===== config.mk =====
export PLATFORM = sky130hd
export DESIGN_NAME = crpe_pipe_ctrl
export DESIGN_NICKNAME = d
export VERILOG_FILES = /design/src/sv/crpe_pkg.sv /design/src/sv/crpe_pipe_ctrl.sv
export SDC_FILE = /design/constraint.sdc
export NUM_CORES = 1
export LEC_CHECK = 0
export BUFFER_PORTS_ARGS = -buffer_cell sky130_fd_sc_hd__buf_4
export CAP_MARGIN = 20
export CORE_AREA = 10 10 47 49
export DETAILED_ROUTE_END_ITERATION = 12
export DIE_AREA = 0 0 57 59
export PLACE_DENSITY = 0.44
export SYNTH_ARGS = -nofsm -noshare
export SYNTH_HDL_FRONTEND = slang
export SYNTH_SLANG_ARGS = --single-unit

===== constraint.sdc =====
create_clock -name clk -period 1.2 [get_ports clk]
set_clock_uncertainty 0.05 [all_clocks]
set_input_delay 0 -clock clk [delete_from_list [all_inputs] [get_ports clk]]
set_output_delay 0 -clock clk [all_outputs]
set_load 0.02 [all_outputs]

===== src/sv/crpe_pkg.sv =====
// Shared widths, types and constants for the Catmull-Rom point evaluator.
// No dependencies; every other file of the block imports this package.
package crpe_pkg;

	localparam int SAMPLE_BITS = 16;
	localparam int T_FRAC_BITS = 16;

	// t carries one integer bit so that exactly one can be represented
	localparam int T_W = T_FRAC_BITS + 1;

	// polynomial coefficients: 2p1, p2-p0, 2p0-5p1+4p2-p3, -p0+3p1-3p2+p3
	localparam int CA_W = SAMPLE_BITS + 1;
	localparam int CB_W = SAMPLE_BITS + 1;
	localparam int CC_W = SAMPLE_BITS + 4;
	localparam int CD_W = SAMPLE_BITS + 4;

	// Horner accumulators, scales 2^F, 2^2F, 2^3F
	localparam int ACC1_W = SAMPLE_BITS + T_FRAC_BITS + 5;
	localparam int LO1_W  = ACC1_W / 2;
	localparam int HI1_W  = ACC1_W - LO1_W;
	localparam int ACC2_W = ACC1_W + T_FRAC_BITS + 1;
	localparam int LO2_W  = ACC2_W / 2;
	localparam int HI2_W  = ACC2_W - LO2_W;
	localparam int ACC3_W = ACC2_W + T_FRAC_BITS + 1;

	// final scale is 2*2^(3F); the integer part sits above RND_SH
	localparam int RND_SH = 3 * T_FRAC_BITS + 1;
	localparam int Q_W    = ACC3_W - RND_SH;

	localparam int NSTAGES = 7;

	typedef logic signed [SAMPLE_BITS-1:0] sample_t;
	typedef logic [T_W-1:0] tparam_t;

	localparam tparam_t T_ONE = tparam_t'(1) << T_FRAC_BITS;

	localparam sample_t SAMPLE_MAX = {1'b0, {(SAMPLE_BITS-1){1'b1}}};
	localparam sample_t SAMPLE_MIN = {1'b1, {(SAMPLE_BITS-1){1'b0}}};

	typedef struct packed {
		logic [NSTAGES-1:0] en;   // stage register may load this cycle
		logic [NSTAGES-1:0] vld;  // stage register holds a live item
	} pipe_ctl_t;

endpackage


===== src/sv/crpe_pipe_ctrl.sv =====
// Valid bits and per-stage load enables for the evaluator pipeline.
// Depends on crpe_pkg (NSTAGES, pipe_ctl_t).
module crpe_pipe_ctrl (
	input  logic               clk,
	input  logic               arst_n,
	input  logic               in_valid,
	input  logic               out_ready,
	output logic               in_ready,
	output crpe_pkg::pipe_ctl_t ctl
);
	import crpe_pkg::*;

	logic [NSTAGES-1:0] vld_q;
	logic [NSTAGES-1:0] en;

	// a stage loads when empty or when the stage after it moves on
	always_comb begin
		en[NSTAGES-1] = !vld_q[NSTAGES-1] || out_ready;
		for (int k = NSTAGES - 2; k >= 0; k--) begin
			en[k] = !vld_q[k] || en[k+1];
		end
	end

	always_ff @(posedge clk or negedge arst_n) begin
		if (!arst_n) begin
			vld_q <= '0;
		end else begin
			if (en[0]) begin
				vld_q[0] <= in_valid;
			end
			for (int k = 1; k < NSTAGES; k++) begin
				if (en[k]) begin
					vld_q[k] <= vld_q[k-1];
				end
			end
		end
	end

	assign in_ready = en[0];
	assign ctl      = '{en: en, vld: vld_q};

endmodule


* Word level (Yosys, flattened, before mapping)
Index checks and enable logic that the tools add are counted.
** Storage, ports and cells
- Bits in registers :: 7
- Input bits :: 4
- Word-level logic and storage cells :: 21
** Operators by class
- Reductions and logical operators :: 14
** Operator list (count)
- logical NOT 1 bit :: 7
- logical OR 1 bit :: 7

* Depth between registers and ports, before layout
- Depth after elaboration :: 8
- Gate-level depth with buffers :: 4
- Gate-level depth less buffers :: 2

* Worst setup path after synthesis
OpenSTA, ideal clock, no wires.
- Kind :: register to output
- Start :: register vld_q[6]
- End :: output ctl[7] in the netlist's numbering
- Data arrival time :: 1.326 ns
- Data required time :: 1.150 ns
- Path slack :: -0.176 ns
- Stages on the path, launching flop included :: 5
- Buffers on the path :: 2
- Cell sequence :: dfrtp_1 and4b_1 buf_6 nand4_1 buf_4
** On the way
- Longest elaborated chain between the ends :: 8
** RTL lines
- from (decl) :: RTL line crpe_pipe_ctrl.sv:13 : logic [NSTAGES-1:0] vld_q;
- from (signal, indexed assignment) :: RTL line crpe_pipe_ctrl.sv:33 : vld_q[k] <= vld_q[k-1];
- logical NOT 1 bit :: RTL line crpe_pipe_ctrl.sv:18 : en[NSTAGES-1] = !vld_q[NSTAGES-1] || out_ready;
- logical OR 1 bit :: RTL line crpe_pipe_ctrl.sv:18
- logical OR 1 bit (6 in series) :: RTL line crpe_pipe_ctrl.sv:20 : en[k] = !vld_q[k] || en[k+1];
- to (decl) :: RTL line crpe_pipe_ctrl.sv:9 : output crpe_pkg::pipe_ctl_t ctl
Every way passes these cells.

==> impl_metrics.tcl <==
set metrics [dict create \
    grt_antenna_before_repair 0 \
    synth_seq_area_share 0.576 \
    grt_usage 0.0582 \
    tns_ps -698 \
    syn_inst 26 \
    synth-edff-count 0 \
    violations "negative setup slack" \
    hold_ws_ps 8.07 \
    max_stage_delay_ps 350 \
    crit_type "flop to primary output" \
    cts_tree "yes" \
    dr_total_vias 301 \
    timing.fmax_ghz 0.745 \
    synth_ff_type "dfrtp_1" \
    place_ws_ps 15.7 \
    area_growth_pct 86.8 \
    critPathLaunchType "flop" \
    synth.top_cell.area_share 0.576 \
    cp_top_family "simple AND/OR/NAND/NOR gates" \
    root_buffer "clkbuf_4" \
    num_rows 14 \
    largestRegisters "vld_q: 7 flops" \
    finalHoldViolations 0 \
    ir_drop_uv 612 \
    cts.sinks 7 \
    htree_levels 1 \
    yosys_warnings 0 \
    post-route-drc-count 0 \
    min_to "vld_q[6]$_DFFE_PN0P_" \
    yosysTopAreaCell "dfrtp_1" \
    gp_congestion 0.753 \
    rsz0062_at_grt "yes" \
    synthDistinctLibCells 16 \
    finalCritPeriodShare 1.12 \
    min_from "out_ready" \
    crit_path_end_kind "primary output" \
    antenna_cells 0 \
    die_area_mm2 0.00336 \
    max-cap-violations 0 \
    yosys-top-cells-area "dfrtp_1 (58%), nand2b_1 (6.2%), a21o_1 (4.9%)" \
    worst_pin_slew_ps 198 \
    pin_count 19 \
    setup_viol 10 \
    critPathMaxFanout 7 \
    drive_gt1_frac 0.630 \
    power.leakage_nw 0.267 \
    wl_um 1010 \
    die_h_um 59 \
    synth_nets 30 \
    initial_core_util 0.217 \
    grt_pass1_wl_um 1550 \
    r2r-start "vld_q[5]$_DFFE_PN0P_" \
    grt_overflow_total 0 \
    ant_nets 0 \
    clk_latency_ps 250 \
    cp_cell_sequence "and4b_2 -> nand4_1 -> buf_4" \
    synth_area_per_cell_um2 11.7 \
    netlist_top_cells_count "dfrtp_1 (7), nand2b_1 (3), a21o_1 (2), nand2_1 (2)" \
    fin_crit_ps 1340 \
    fin_ws_ps -142 \
    yosysMostFrequentCell "dfrtp_1" \
    crit_path_top_delay_cell "dfrtp_2" \
    reg2reg_setup_slack_ps -120 \
    viasPerCell 4.30 \
    cts-buffers-inserted 3 \
    portBuffers 18 \
    dr.pass1.iters 3 \
    grt_max_degree 8 \
    core_mm2 0.00140 \
    relSlewSlack 0.868 \
    arrival_ps 1290 \
    die_x_um 57 \
    grt_pass1_vias 332 \
    cts.path.max_buffers 2 \
    largest_register_ffs 7 \
    slew_viol_final 0 \
    drtIter0Drc 4 \
    cp_num_buf_inv 1 \
    syn-cell-area_um2 304 \
    whs_path_depth 3 \
    synth-seq-cells 7 \
    top_register "vld_q" \
    r2r-end "vld_q[4]$_DFFE_PN0P_" \
    path_clk_slew_ps 50 \
    status "complete, but fails checks" \
    async_flop_share 1.00 \
    powerDensity_mw_per_mm2 1630 \
    final_nets 59 \
    rr_worst_depth 4 \
    worstPathRequired_ps 1150 \
    wl_per_cell_um 14.4 \
    min_path_type "input port to flop" \
]
worst register-to-register path, delay by kind of cell, from the launching register on:
family	cells	cell delay, ps
and+or+nand+nor	2	490
buffers and inverters	2	260
DFF	1	400
how the worst max path moves through the flow:
stage | from | endpoint | slack, ps | cells past startpoint
6_report | vld_q[5]$_DFFE_PN0P_ | ctl[7] | -140 | 3
5_1_grt | vld_q[5]$_DFFE_PN0P_ | ctl[7] | -190 | 3
4_1_cts | vld_q[6]$_DFFE_PN0P_ | ctl[7] | -130 | 3
3_5_place_dp | vld_q[5]$_DFFE_PN0P_ | in_ready | 20 | 3
3_3_place_gp | vld_q[5]$_DFFE_PN0P_ | in_ready | 70 | 3
2_1_floorplan | vld_q[5]$_DFFE_PN0P_ | ctl[7] | -120 | 4
stage by stage:
step                       util  power, mW  cell area, um2  std cells
after CTS                 0.388      0.911             543         68
after detailed placement  0.313      0.620             439         57
final                     0.405      0.929             568         70
after floorplan               -      0.495             308         26
after global placement    0.313      0.615             439         57
after global routing      0.405      0.983             568         70
cells in the final DEF, fill, tap and decap left out, types with 2 or more instances in the layout:
cell / count
clkbuf_4: 3
buf_6: 6
a21o_1: 2
dlygate4sd3_1: 2
buf_4: 19
nand2b_1: 3
dfrtp_2: 3
dfrtp_1: 4
nand2_1: 2
area by class of cell:
cell class | count | area [um2]
Timing Repair Buffer | 27 | 230
Sequential cell | 7 | 179
Fill cell | 153 | 833
Inverter | 1 | 3.75
Multi-Input combinational cell | 15 | 109
Tap cell | 16 | 20.0
Clock buffer | 4 | 26.3
report_power, final:
group | switching (mW) | leakage [nW] | internal (mW) | total (mW)
clock | 0.0897 | 0.0150 | 0.127 | 0.217
combinational | 0.203 | 0.180 | 0.205 | 0.408
sequential | 0.0300 | 0.0722 | 0.274 | 0.304
per-layer routing:
metal / track usage / vias to the layer above / wire length [um]
met3: 0.0343 / 0 / 99
met5: 0 / - / 0
met4: 0.0302 / 0 / 0
met2: 0.0837 / 12 / 476
li1: - / 144 / -
met1: 0.0663 / 145 / 433
logic make-up (layout without fill, tap and decap cells):
family / count (synthesis) / after routing / share of synthesized area
buffers and inverters: 4 / 32 / 0.0905
and+or+nand+nor: 11 / 11 / 0.222
DFF: 7 / 7 / 0.576
AOI/OAI and AO/OA: 4 / 4 / 0.111
timing repair:
item,CTS,global route
pin swaps,2,1
resized for setup,6,3
buffers inserted,5,2
endpoints found under the setup margin,6,11
endpoints found under the hold margin,8,0
gates cloned,0,0
hold buffers,2,0
No activity file was read; power rests on OpenSTA's default activity.
